--- src/sv/i2c_rts_pkg.sv ---
package i2c_rts_pkg;

    typedef struct packed {
        logic [2:0]  mode;
        logic [6:0]  slave_address;
        logic [15:0] reg_address;
        logic [7:0]  size;
        logic [7:0]  write_byte;
        logic [3:0]  byte_index;
        logic        engine_flag;
        logic [7:0]  bus_status;
        logic [7:0]  rx_byte;
        logic        sda_high;
    } in_item_t;

    typedef struct packed {
        logic [2:0] engine_command;
        logic [7:0] tx_byte;
        logic [7:0] reply_count;
        logic       reply_error;
        logic [7:0] read_byte;
        logic       last;
        logic [3:0] phase;
    } out_item_t;

    localparam logic [2:0] MODE_READ  = 3'd0;
    localparam logic [2:0] MODE_WRITE = 3'd1;
    localparam logic [2:0] MODE_LOAD  = 3'd2;
    localparam logic [2:0] MODE_EVENT = 3'd3;
    localparam logic [2:0] MODE_TICK  = 3'd4;

    localparam logic [3:0] PH_DONE     = 4'd0;
    localparam logic [3:0] PH_IDLE     = 4'd1;
    localparam logic [3:0] PH_INIT     = 4'd2;
    localparam logic [3:0] PH_START    = 4'd3;
    localparam logic [3:0] PH_SLAW     = 4'd4;
    localparam logic [3:0] PH_ADRH     = 4'd5;
    localparam logic [3:0] PH_ADRL     = 4'd6;
    localparam logic [3:0] PH_RESTART  = 4'd7;
    localparam logic [3:0] PH_SLAR     = 4'd8;
    localparam logic [3:0] PH_RX       = 4'd9;
    localparam logic [3:0] PH_TX       = 4'd10;
    localparam logic [3:0] PH_ERR      = 4'd11;
    localparam logic [3:0] PH_BRESET   = 4'd12;
    localparam logic [3:0] PH_BRELEASE = 4'd13;

    localparam logic [7:0] ST_START       = 8'h08;
    localparam logic [7:0] ST_REP_START   = 8'h10;
    localparam logic [7:0] ST_ARB_LOST    = 8'h38;
    localparam logic [7:0] ST_W_ADR_ACK   = 8'h18;
    localparam logic [7:0] ST_W_ADR_NACK  = 8'h20;
    localparam logic [7:0] ST_W_DATA_ACK  = 8'h28;
    localparam logic [7:0] ST_R_ADR_ACK   = 8'h40;
    localparam logic [7:0] ST_R_DATA_ACK  = 8'h50;
    localparam logic [7:0] ST_R_DATA_NACK = 8'h58;
    localparam logic [7:0] BUS_IDLE_BYTE  = 8'hFF;

    localparam logic [2:0] CMD_NONE      = 3'd0;
    localparam logic [2:0] CMD_START     = 3'd1;
    localparam logic [2:0] CMD_SEND      = 3'd2;
    localparam logic [2:0] CMD_RX_ACK    = 3'd3;
    localparam logic [2:0] CMD_RX_NACK   = 3'd4;
    localparam logic [2:0] CMD_STOP      = 3'd5;
    localparam logic [2:0] CMD_REL_START = 3'd6;

    localparam int MAX_OUT = 16;

    localparam logic CFG_TRANSFER = 1'b0;
    localparam logic CFG_RECOVERY = 1'b1;

    // buffer access request from the control unit
    typedef struct packed {
        logic       wr_en;
        logic [5:0] wr_addr;
        logic [7:0] wr_data;
        logic       rd_en;
        logic [5:0] rd_addr;
    } buf_req_t;

endpackage

--- src/sv/i2c_register_transfer_sequencer_top.sv ---
// Register-transfer sequencer for an I2C master above a byte-level bus engine. Each input
// item (call, staged byte, bus event or tick) yields one result, except a read poll, which
// streams its buffered bytes one at a time from the data memory (separate write and read
// ports, registered read) while the input stalls. A write-phase data send also waits on
// the buffer read for its byte. Config writes: index 0 transfer timeout, 1 recovery
// timeout.
module i2c_register_transfer_sequencer_top #(
    parameter int BUFFER_DEPTH = 16
) (
    input  logic                   clk,
    input  logic                   rst_n,
    input  logic                   in_valid,
    output logic                   in_stall,
    input  i2c_rts_pkg::in_item_t  in_item,
    output logic                   out_valid,
    input  logic                   out_stall,
    output i2c_rts_pkg::out_item_t out_item,
    input  logic                   cfg_we,
    input  logic                   cfg_index,
    input  logic [15:0]            cfg_data
);
    import i2c_rts_pkg::*;

    buf_req_t   breq;
    logic [7:0] rd_data;

    i2c_rts_ctrl #(.DEPTH(BUFFER_DEPTH)) u_ctrl (
        .clk       (clk),
        .rst_n     (rst_n),
        .in_valid  (in_valid),
        .in_stall  (in_stall),
        .in_item   (in_item),
        .out_valid (out_valid),
        .out_stall (out_stall),
        .out_item  (out_item),
        .cfg_we    (cfg_we),
        .cfg_index (cfg_index),
        .cfg_data  (cfg_data),
        .breq      (breq),
        .rd_data   (rd_data)
    );

    i2c_rts_buffer #(.DEPTH(BUFFER_DEPTH)) u_buf (
        .clk     (clk),
        .req     (breq),
        .rd_data (rd_data)
    );

`ifndef SYNTH
    a_no_same_cycle_rw: assert property (@(posedge clk) disable iff (!rst_n)
        !(breq.wr_en && breq.rd_en))
        else $error("buffer read and write in one cycle");
    a_out_hold: assert property (@(posedge clk) disable iff (!rst_n)
        out_valid && out_stall |=> out_valid && $stable(out_item))
        else $error("stalled result changed");
    a_idle_no_stall_engine: assert property (@(posedge clk) disable iff (!rst_n)
        in_valid && !in_stall && in_item.mode == MODE_LOAD |=> !in_stall || out_stall)
        else $error("staging item blocked input");
`endif

endmodule

--- src/sv/i2c_rts_buffer.sv ---
module i2c_rts_buffer #(
    parameter int DEPTH = 16
) (
    input  logic                  clk,
    input  i2c_rts_pkg::buf_req_t req,
    output logic [7:0]            rd_data
);
    import i2c_rts_pkg::*;

    localparam int AW = (DEPTH > 1) ? $clog2(DEPTH) : 1;

    logic [7:0] mem [DEPTH];

    always_ff @(posedge clk)
    begin
        if (req.wr_en)
        begin
            mem[req.wr_addr[AW-1:0]] <= req.wr_data;
        end
        if (req.rd_en)
        begin
            rd_data <= mem[req.rd_addr[AW-1:0]];
        end
    end

endmodule

--- src/sv/i2c_rts_ctrl.sv ---
module i2c_rts_ctrl #(
    parameter int DEPTH = 16
) (
    input  logic                   clk,
    input  logic                   rst_n,
    input  logic                   in_valid,
    output logic                   in_stall,
    input  i2c_rts_pkg::in_item_t  in_item,
    output logic                   out_valid,
    input  logic                   out_stall,
    output i2c_rts_pkg::out_item_t out_item,
    input  logic                   cfg_we,
    input  logic                   cfg_index,
    input  logic [15:0]            cfg_data,
    output i2c_rts_pkg::buf_req_t  breq,
    input  logic [7:0]             rd_data
);
    import i2c_rts_pkg::*;

    localparam int CLAMP = (DEPTH < MAX_OUT) ? DEPTH : MAX_OUT;
    localparam logic [6:0] DEPTH_W = 7'(DEPTH);
    localparam logic [7:0] CLAMP_B = 8'(CLAMP);

    typedef enum logic [1:0] {S_RUN, S_FETCH, S_STREAM} ctl_t;

    ctl_t        ctl_reg, ctl_next;
    logic [3:0]  st_reg, st_next;
    logic [6:0]  len_reg, len_next;
    logic [6:0]  pos_reg, pos_next;
    logic [6:0]  slv_reg, slv_next;
    logic        wr_reg, wr_next;
    logic [15:0] radr_reg, radr_next;
    logic [15:0] tmo_reg, tmo_next;
    logic [15:0] rec_reg, rec_next;
    logic [15:0] ttk_reg, rtk_reg;
    logic        ov_reg, ov_next;
    out_item_t   oi_reg, oi_next;
    logic [4:0]  k_reg, k_next;
    logic [4:0]  n_reg, n_next;
    // tx_data send waits on the buffer read
    logic        txw_reg, txw_next;

    logic        busy;
    logic        match;
    logic [7:0]  sz;
    logic [2:0]  cmd;
    logic [7:0]  txb;
    logic [7:0]  cnt;
    logic        err;
    logic        acc;
    logic        slot;

    assign slot = !ov_reg || !out_stall;
    assign in_stall = (ctl_reg != S_RUN) || !slot;
    assign acc = in_valid && !in_stall;
    assign out_valid = ov_reg;
    assign out_item = oi_reg;
    assign sz = in_item.size;
    assign match = (in_item.slave_address == slv_reg)
                   && (wr_reg == (in_item.mode == MODE_WRITE));
    assign busy = 1'b0;

    always_comb
    begin
        ctl_next = ctl_reg;
        st_next = st_reg;
        len_next = len_reg;
        pos_next = pos_reg;
        slv_next = slv_reg;
        wr_next = wr_reg;
        radr_next = radr_reg;
        tmo_next = tmo_reg;
        rec_next = rec_reg;
        ov_next = ov_reg && out_stall;
        oi_next = oi_reg;
        k_next = k_reg;
        n_next = n_reg;
        txw_next = 1'b0;
        cmd = CMD_NONE;
        txb = 8'h00;
        cnt = 8'h00;
        err = 1'b0;
        breq = '0;
        case (ctl_reg)
            S_RUN:
            begin
                if (acc)
                begin
                    n_next = 5'd0;
                    case (in_item.mode)
                        MODE_READ, MODE_WRITE:
                        begin
                            case (st_reg)
                                PH_IDLE:
                                begin
                                    if (sz != 8'd0 && sz <= 8'(DEPTH))
                                    begin
                                        wr_next = in_item.mode[0];
                                        slv_next = in_item.slave_address;
                                        radr_next = in_item.reg_address;
                                        len_next = sz[6:0];
                                        st_next = PH_START;
                                        cmd = CMD_START;
                                        tmo_next = ttk_reg;
                                    end
                                    else
                                    begin
                                        err = 1'b1;
                                    end
                                end
                                PH_DONE:
                                begin
                                    if (match)
                                    begin
                                        if (in_item.mode[0])
                                        begin
                                            cnt = sz;
                                        end
                                        else
                                        begin
                                            cnt = (sz > CLAMP_B) ? CLAMP_B : sz;
                                            n_next = cnt[4:0];
                                        end
                                        st_next = PH_IDLE;
                                    end
                                    else if (tmo_reg == 16'd0)
                                    begin
                                        st_next = PH_IDLE;
                                    end
                                end
                                PH_ERR:
                                begin
                                    if (match || tmo_reg == 16'd0)
                                    begin
                                        err = match;
                                        cmd = CMD_REL_START;
                                        tmo_next = ttk_reg;
                                        st_next = PH_BRESET;
                                    end
                                end
                                PH_INIT:
                                begin
                                end
                                default:
                                begin
                                    if (tmo_reg == 16'd0)
                                    begin
                                        st_next = PH_ERR;
                                    end
                                end
                            endcase
                        end
                        MODE_LOAD:
                        begin
                            if (st_reg == PH_IDLE && 7'(in_item.byte_index) < DEPTH_W)
                            begin
                                breq.wr_en = 1'b1;
                                breq.wr_addr = 6'(in_item.byte_index);
                                breq.wr_data = in_item.write_byte;
                            end
                        end
                        MODE_EVENT:
                        begin
                            if (st_reg == PH_INIT)
                            begin
                                if (!in_item.engine_flag)
                                begin
                                    st_next = PH_IDLE;
                                end
                            end
                            else if (st_reg == PH_IDLE)
                            begin
                                if (in_item.sda_high)
                                begin
                                    rec_next = rtk_reg;
                                end
                                else if (rec_reg == 16'd0)
                                begin
                                    cmd = CMD_REL_START;
                                    tmo_next = ttk_reg;
                                    rec_next = rtk_reg;
                                    st_next = PH_BRESET;
                                end
                            end
                            else if (in_item.engine_flag)
                            begin
                                case (st_reg)
                                    PH_BRESET:
                                    begin
                                        if (in_item.bus_status inside {ST_START, ST_REP_START})
                                        begin
                                            cmd = CMD_SEND;
                                            txb = BUS_IDLE_BYTE;
                                        end
                                        st_next = PH_BRELEASE;
                                    end
                                    PH_BRELEASE:
                                    begin
                                        cmd = CMD_STOP;
                                        st_next = PH_IDLE;
                                    end
                                    PH_START:
                                    begin
                                        if (in_item.bus_status inside {ST_START, ST_REP_START})
                                        begin
                                            cmd = CMD_SEND;
                                            txb = {slv_reg, 1'b0};
                                            pos_next = 7'd0;
                                            st_next = PH_SLAW;
                                        end
                                        else
                                        begin
                                            st_next = PH_ERR;
                                        end
                                    end
                                    PH_SLAW:
                                    begin
                                        if (in_item.bus_status == ST_W_ADR_ACK)
                                        begin
                                            cmd = CMD_SEND;
                                            txb = radr_reg[15:8];
                                            st_next = PH_ADRH;
                                        end
                                        else if (in_item.bus_status inside
                                                 {ST_W_ADR_NACK, ST_ARB_LOST})
                                        begin
                                            cmd = CMD_START;
                                            if (in_item.bus_status == ST_W_ADR_NACK)
                                            begin
                                                pos_next = 7'd0;
                                            end
                                            st_next = PH_START;
                                        end
                                        else
                                        begin
                                            st_next = PH_ERR;
                                        end
                                    end
                                    PH_ADRH, PH_ADRL:
                                    begin
                                        if (in_item.bus_status == ST_W_DATA_ACK)
                                        begin
                                            if (st_reg == PH_ADRH)
                                            begin
                                                cmd = CMD_SEND;
                                                txb = radr_reg[7:0];
                                                st_next = PH_ADRL;
                                            end
                                            else if (!wr_reg)
                                            begin
                                                cmd = CMD_START;
                                                st_next = PH_RESTART;
                                            end
                                            else
                                            begin
                                                st_next = PH_TX;
                                            end
                                        end
                                        else if (in_item.bus_status == ST_ARB_LOST)
                                        begin
                                            cmd = CMD_START;
                                            st_next = PH_START;
                                        end
                                        else
                                        begin
                                            st_next = PH_ERR;
                                        end
                                    end
                                    PH_RESTART:
                                    begin
                                        if (in_item.bus_status == ST_REP_START)
                                        begin
                                            cmd = CMD_SEND;
                                            txb = {slv_reg, 1'b1};
                                            st_next = PH_SLAR;
                                        end
                                        else
                                        begin
                                            st_next = PH_ERR;
                                        end
                                    end
                                    PH_SLAR:
                                    begin
                                        if (in_item.bus_status == ST_R_ADR_ACK)
                                        begin
                                            cmd = (pos_reg + 7'd1 < len_reg)
                                                  ? CMD_RX_ACK : CMD_RX_NACK;
                                            st_next = PH_RX;
                                        end
                                        else
                                        begin
                                            st_next = PH_ERR;
                                        end
                                    end
                                    PH_RX:
                                    begin
                                        if (in_item.bus_status inside
                                            {ST_R_DATA_ACK, ST_R_DATA_NACK})
                                        begin
                                            if (pos_reg < DEPTH_W)
                                            begin
                                                breq.wr_en = 1'b1;
                                                breq.wr_addr = pos_reg[5:0];
                                                breq.wr_data = in_item.rx_byte;
                                                pos_next = pos_reg + 7'd1;
                                            end
                                            if (in_item.bus_status == ST_R_DATA_ACK)
                                            begin
                                                cmd = (pos_next + 7'd1 < len_reg)
                                                      ? CMD_RX_ACK : CMD_RX_NACK;
                                            end
                                            else
                                            begin
                                                cmd = CMD_STOP;
                                                st_next = PH_DONE;
                                            end
                                        end
                                        else
                                        begin
                                            st_next = PH_ERR;
                                        end
                                    end
                                    PH_TX:
                                    begin
                                        if (in_item.bus_status == ST_W_DATA_ACK)
                                        begin
                                            if (pos_reg < len_reg && pos_reg < DEPTH_W)
                                            begin
                                                // byte comes from memory next cycle
                                                cmd = CMD_SEND;
                                                breq.rd_en = 1'b1;
                                                breq.rd_addr = pos_reg[5:0];
                                                pos_next = pos_reg + 7'd1;
                                                txw_next = 1'b1;
                                            end
                                            else
                                            begin
                                                cmd = CMD_STOP;
                                                st_next = PH_DONE;
                                            end
                                        end
                                        else if (in_item.bus_status == ST_ARB_LOST)
                                        begin
                                            cmd = CMD_START;
                                            st_next = PH_START;
                                        end
                                        else
                                        begin
                                            st_next = PH_ERR;
                                        end
                                    end
                                    default:
                                    begin
                                    end
                                endcase
                            end
                        end
                        MODE_TICK:
                        begin
                            if (tmo_reg != 16'd0)
                            begin
                                tmo_next = tmo_reg - 16'd1;
                            end
                            if (rec_reg != 16'd0)
                            begin
                                rec_next = rec_reg - 16'd1;
                            end
                        end
                        default:
                        begin
                        end
                    endcase
                    oi_next.engine_command = cmd;
                    oi_next.tx_byte = txb;
                    oi_next.reply_count = cnt;
                    oi_next.reply_error = err;
                    oi_next.read_byte = 8'h00;
                    oi_next.phase = st_next;
                    oi_next.last = 1'b1;
                    if (n_next != 5'd0 || txw_next)
                    begin
                        // result waits for buffer data
                        if (n_next != 5'd0)
                        begin
                            breq.rd_en = 1'b1;
                            breq.rd_addr = 6'd0;
                        end
                        k_next = 5'd0;
                        ctl_next = S_FETCH;
                    end
                    else
                    begin
                        ov_next = 1'b1;
                    end
                end
            end
            S_FETCH:
            begin
                // read data valid now; hold until the output slot frees
                if (slot)
                begin
                    ov_next = 1'b1;
                    if (txw_reg)
                    begin
                        oi_next.tx_byte = rd_data;
                        ctl_next = S_RUN;
                    end
                    else
                    begin
                        oi_next.read_byte = rd_data;
                        oi_next.last = (k_reg + 5'd1 == n_reg);
                        k_next = k_reg + 5'd1;
                        if (k_reg + 5'd1 == n_reg)
                        begin
                            ctl_next = S_RUN;
                        end
                        else
                        begin
                            breq.rd_en = 1'b1;
                            breq.rd_addr = 6'(k_reg + 5'd1);
                            ctl_next = S_STREAM;
                        end
                    end
                end
                else
                begin
                    txw_next = txw_reg;
                end
            end
            S_STREAM:
            begin
                // wait state for the next buffer read
                ctl_next = S_FETCH;
            end
            default:
            begin
                ctl_next = S_RUN;
            end
        endcase
    end

    always_ff @(posedge clk or negedge rst_n)
    begin
        if (!rst_n)
        begin
            ctl_reg <= S_RUN;
            st_reg <= PH_INIT;
            len_reg <= '0;
            pos_reg <= '0;
            slv_reg <= '0;
            wr_reg <= 1'b0;
            radr_reg <= '0;
            tmo_reg <= '0;
            rec_reg <= 16'd1000;
            ttk_reg <= 16'd200;
            rtk_reg <= 16'd1000;
            ov_reg <= 1'b0;
            k_reg <= '0;
            n_reg <= '0;
            txw_reg <= 1'b0;
        end
        else
        begin
            ctl_reg <= ctl_next;
            st_reg <= st_next;
            len_reg <= len_next;
            pos_reg <= pos_next;
            slv_reg <= slv_next;
            wr_reg <= wr_next;
            radr_reg <= radr_next;
            tmo_reg <= tmo_next;
            rec_reg <= rec_next;
            ov_reg <= ov_next;
            k_reg <= k_next;
            n_reg <= n_next;
            txw_reg <= txw_next;
            if (cfg_we && !busy)
            begin
                if (cfg_index == CFG_TRANSFER)
                begin
                    ttk_reg <= cfg_data;
                end
                else
                begin
                    rtk_reg <= cfg_data;
                end
            end
        end
    end

    always_ff @(posedge clk)
    begin
        oi_reg <= oi_next;
    end

endmodule

--- config.mk ---
export PLATFORM = sky130hd
export DESIGN_NAME = i2c_register_transfer_sequencer_top
export DESIGN_NICKNAME = d
export VERILOG_FILES = /design/src/sv/i2c_rts_pkg.sv /design/src/sv/i2c_register_transfer_sequencer_top.sv /design/src/sv/i2c_rts_buffer.sv /design/src/sv/i2c_rts_ctrl.sv
export SDC_FILE = /design/constraint.sdc
export NUM_CORES = 1
export LEC_CHECK = 0
export BUFFER_PORTS_ARGS = -buffer_cell sky130_fd_sc_hd__buf_2
export CAP_MARGIN = 20
export CORE_ASPECT_RATIO = 1.5
export CORE_MARGIN = 8
export CORE_UTILIZATION = 46
export CTS_BUF_LIST = sky130_fd_sc_hd__clkbuf_16
export DETAILED_ROUTE_END_ITERATION = 7
export HOLD_SLACK_MARGIN = 0.02
export PLACE_DENSITY = 0.65
export SLEW_MARGIN = 10
export SYNTH_ARGS = -nofsm -noshare
export SYNTH_HDL_FRONTEND = slang
export SYNTH_HIERARCHICAL = 1
export SYNTH_SLANG_ARGS = --single-unit
--- constraint.sdc ---
create_clock -name clk -period 3.8 [get_ports clk]
set_clock_uncertainty 0.15 [all_clocks]
set_input_delay 0.57 -clock clk [delete_from_list [all_inputs] [get_ports clk]]
set_output_delay 0.57 -clock clk [all_outputs]
set_load 0.005 [all_outputs]
==> results.md <==
- Crit path DAT: roughly 3800 ps
- Num rows: 80
- Clock sinks: between 200 and 300
- Clk root buf: clkbuf_16
- R2r worst-path depth: 13
- Drt first pass iters: 5
- Rel. slew slack: between 30% and 40%
- Total chip power: 8.01 mW
- Layout area overhead: 18.2%
- Vias in the first global route: roughly 11000
- Clock Pin Slew Worst Setup and Hold Paths: roughly 70 ps
- Io pins: between 100 and 150
- Slew Limit Fails: 0
- Critical path class: reg -> reg
- R2R setup slack: 130 ps
- RSZ-0062 raised after global routing: false
- Post-route DRC: 0
- Grt ovf: 0
- WHS Path Cells: 2
- CP required: 3950 ps
- Cell count after placement: 1761
- Worst min path class: in -> reg
- Hold_sp: in_item[46]
- Dpl hpwl: 27900 um
- Startpoint types: register
- Worst reg2reg path startpoint: u_ctrl/pos_reg[6]$_DFFE_PN0P_
- Peak supply drop: 0.000407 V
- Clock latency on the worst-skew pair: around 550 ps
- Vias/cell: approximately 5.9
- First-pass GRT wire length: roughly 60000 um
- Power density over cell area: 464 mW/mm^2
- CTS tree: built
- Peak fanout along the critical path: 5
- Pin slew with the least headroom to its limit: 1040 ps
- Count of final hold-check violations: 0
- Die H: around 230 um
- Overall Global Routing Usage: roughly a fifth
- Hold Path Sink: u_ctrl/radr_reg[8]$_DFFE_PN0P_
- Syn. warnings: 6
- Initial antenna violation count: 1
- Starting Density: between 40% and 50%
- Port Buf Inserts: 120
- Mean Syn Cell Area: approximately 12 um^2
- Largest net degree at the start of global routing: 67
- Die area: roughly 0.038 mm^2
- Clk buf depth: 3
- Syn Std Cell Area: 0.0146 mm^2
- Critical R2R Capture: u_buf/rd_data[4]$_DFFE_PP_
- Fin nets: 1498
- Syn Inst Count: ~1200
- Post-layout min period: 3670 ps
- WL/cell: ~21 um
- Crit end category: register
- Status: finished clean
- Flip-flop count of the largest register after layout: 128
- Die Wd: about 160 um
- Post-Layout Cell Count: around 1800
- Max Cap Viol: 0
- Num CTS Buffers: 28
- Starting DRT DRC Count: about 680
- LEAKAGE: roughly 7 nW
- Total Wirelength: between 30000 and 40000 um
- Period utilization: a little over nine tenths
- Highest Clock Rate: between 200 and 300 MHz
- GP Congestion: 0.905
- Post-DRT Antenna Nets: 0
- Setup violators final: 0
- Detailed-route via count: about 11000
- Layout cells sized above 1: approximately 29%
- Synthesized net count: roughly 1300
- Core box area: 0.0315 mm^2
- H-Tree Depth: 1
how the worst max path moves through the flow:
stage                             startpoint                             to  slack, ps  cells past startpoint
5_1_grt        u_ctrl/pos_reg[6]$_DFFE_PN0P_  u_ctrl/out_item[32]$_DFFE_PP_        0.6                     13
4_1_cts        u_ctrl/pos_reg[6]$_DFFE_PN0P_     u_buf/rd_data[6]$_DFFE_PP_         50                     13
3_3_place_gp                     in_item[10]     u_buf/rd_data[6]$_DFFE_PP_        -80                     13
2_1_floorplan                      out_stall     u_buf/mem[12][0]$_DFFE_PP_        140                     10
6_report       u_ctrl/pos_reg[6]$_DFFE_PN0P_     u_buf/rd_data[4]$_DFFE_PP_        130                     13
3_5_place_dp                     in_item[13]     u_buf/rd_data[6]$_DFFE_PP_       -100                     13
worst max-delay path, stage by stage (launching register included):
cell and delay, ps:
dfrtp_1 440, or3_4 410, buf_4 170, a2111oi_4 410, o211ai_2 170, nor3_2 130
buf_4 140, nand2_1 80, o21ai_4 120, buf_12 170, buf_12 100, mux4_1 550
a22oi_1 290, nand2_1 90
power by group:
| group | switching (mW) | internal [mW] |
|---|---|---|
| Combinational | 0.801 | 0.588 |
| Sequential | 0.225 | 3.54 |
| Clock | 1.19 | 1.67 |
through the flow:
stage | instance area, um^2 | utilization [%] | setup slack (ps) | TNS (ps) | hold slack, ps
6_report | 17300 | 54.8 | 126 | 0 | 102
2_1_floorplan | 14600 | - | 140 | 0 | 124
3_3_place_gp | 16200 | 51.4 | -78.4 | -119 | 338
5_1_grt | 17300 | 54.8 | 0.591 | 0 | 89.5
3_5_place_dp | 16200 | 51.4 | -98.7 | -179 | 347
4_1_cts | 17200 | 54.4 | 50.7 | 0 | 76.1
timing repair:
| item | in CTS | in global routing |
|---|---|---|
| endpoints found under the setup margin | 2 | 9 |
| endpoints found under the hold margin | 40 | 0 |
| buffers inserted | 0 | 6 |
| gates resized for setup | 2 | 11 |
| hold buffers | 1 | 0 |
| pin swaps | 0 | 4 |
metal layers:
| metal | share of wire, % | track usage [%] |
|---|---|---|
| met1 | 39 | 22.4 |
| met2 | 55 | 37.6 |
| met3 | 4.1 | 2.20 |
| met4 | 2.5 | 6.33 |
| met5 | 0 | 0 |
placed cells by master, fill, tap and decap left out, drive strengths merged, types with 8 or more instances in the layout:
master and n:
a31o 8, dfstp 16, o31ai 12, edfxtp 169
or3 10, or2 12, nor2b 13, a22o 9
buf 219, nand2b 8, and2 21, o22a 9
nand4 12, o21ai 55, nand3 23, a21oi 49
dfrtp 104, mux2 59, ha 24, nand2 70
a22oi 45, xor2 12, xnor2 18, nor4b 8
nor2 108, nor4 15, clkbuf 29, a31oi 27
and3 11, inv 35, mux4 32, nor3 37
a21o 11
layout make-up:
| class | count | area (um^2) |
|---|---|---|
| flip-flops and latches | 289 | 8100 |
| well taps | 410 | 513 |
| diodes | 1 | 2.50 |
| fillers | 2681 | 14200 |
| clock buffers | 29 | 726 |
| multi-input cells | 820 | 6160 |
| inverters | 29 | 109 |
| repair buffers | 220 | 1450 |
| clock inverters | 22 | 228 |
Power figures use the tool's default switching activity.
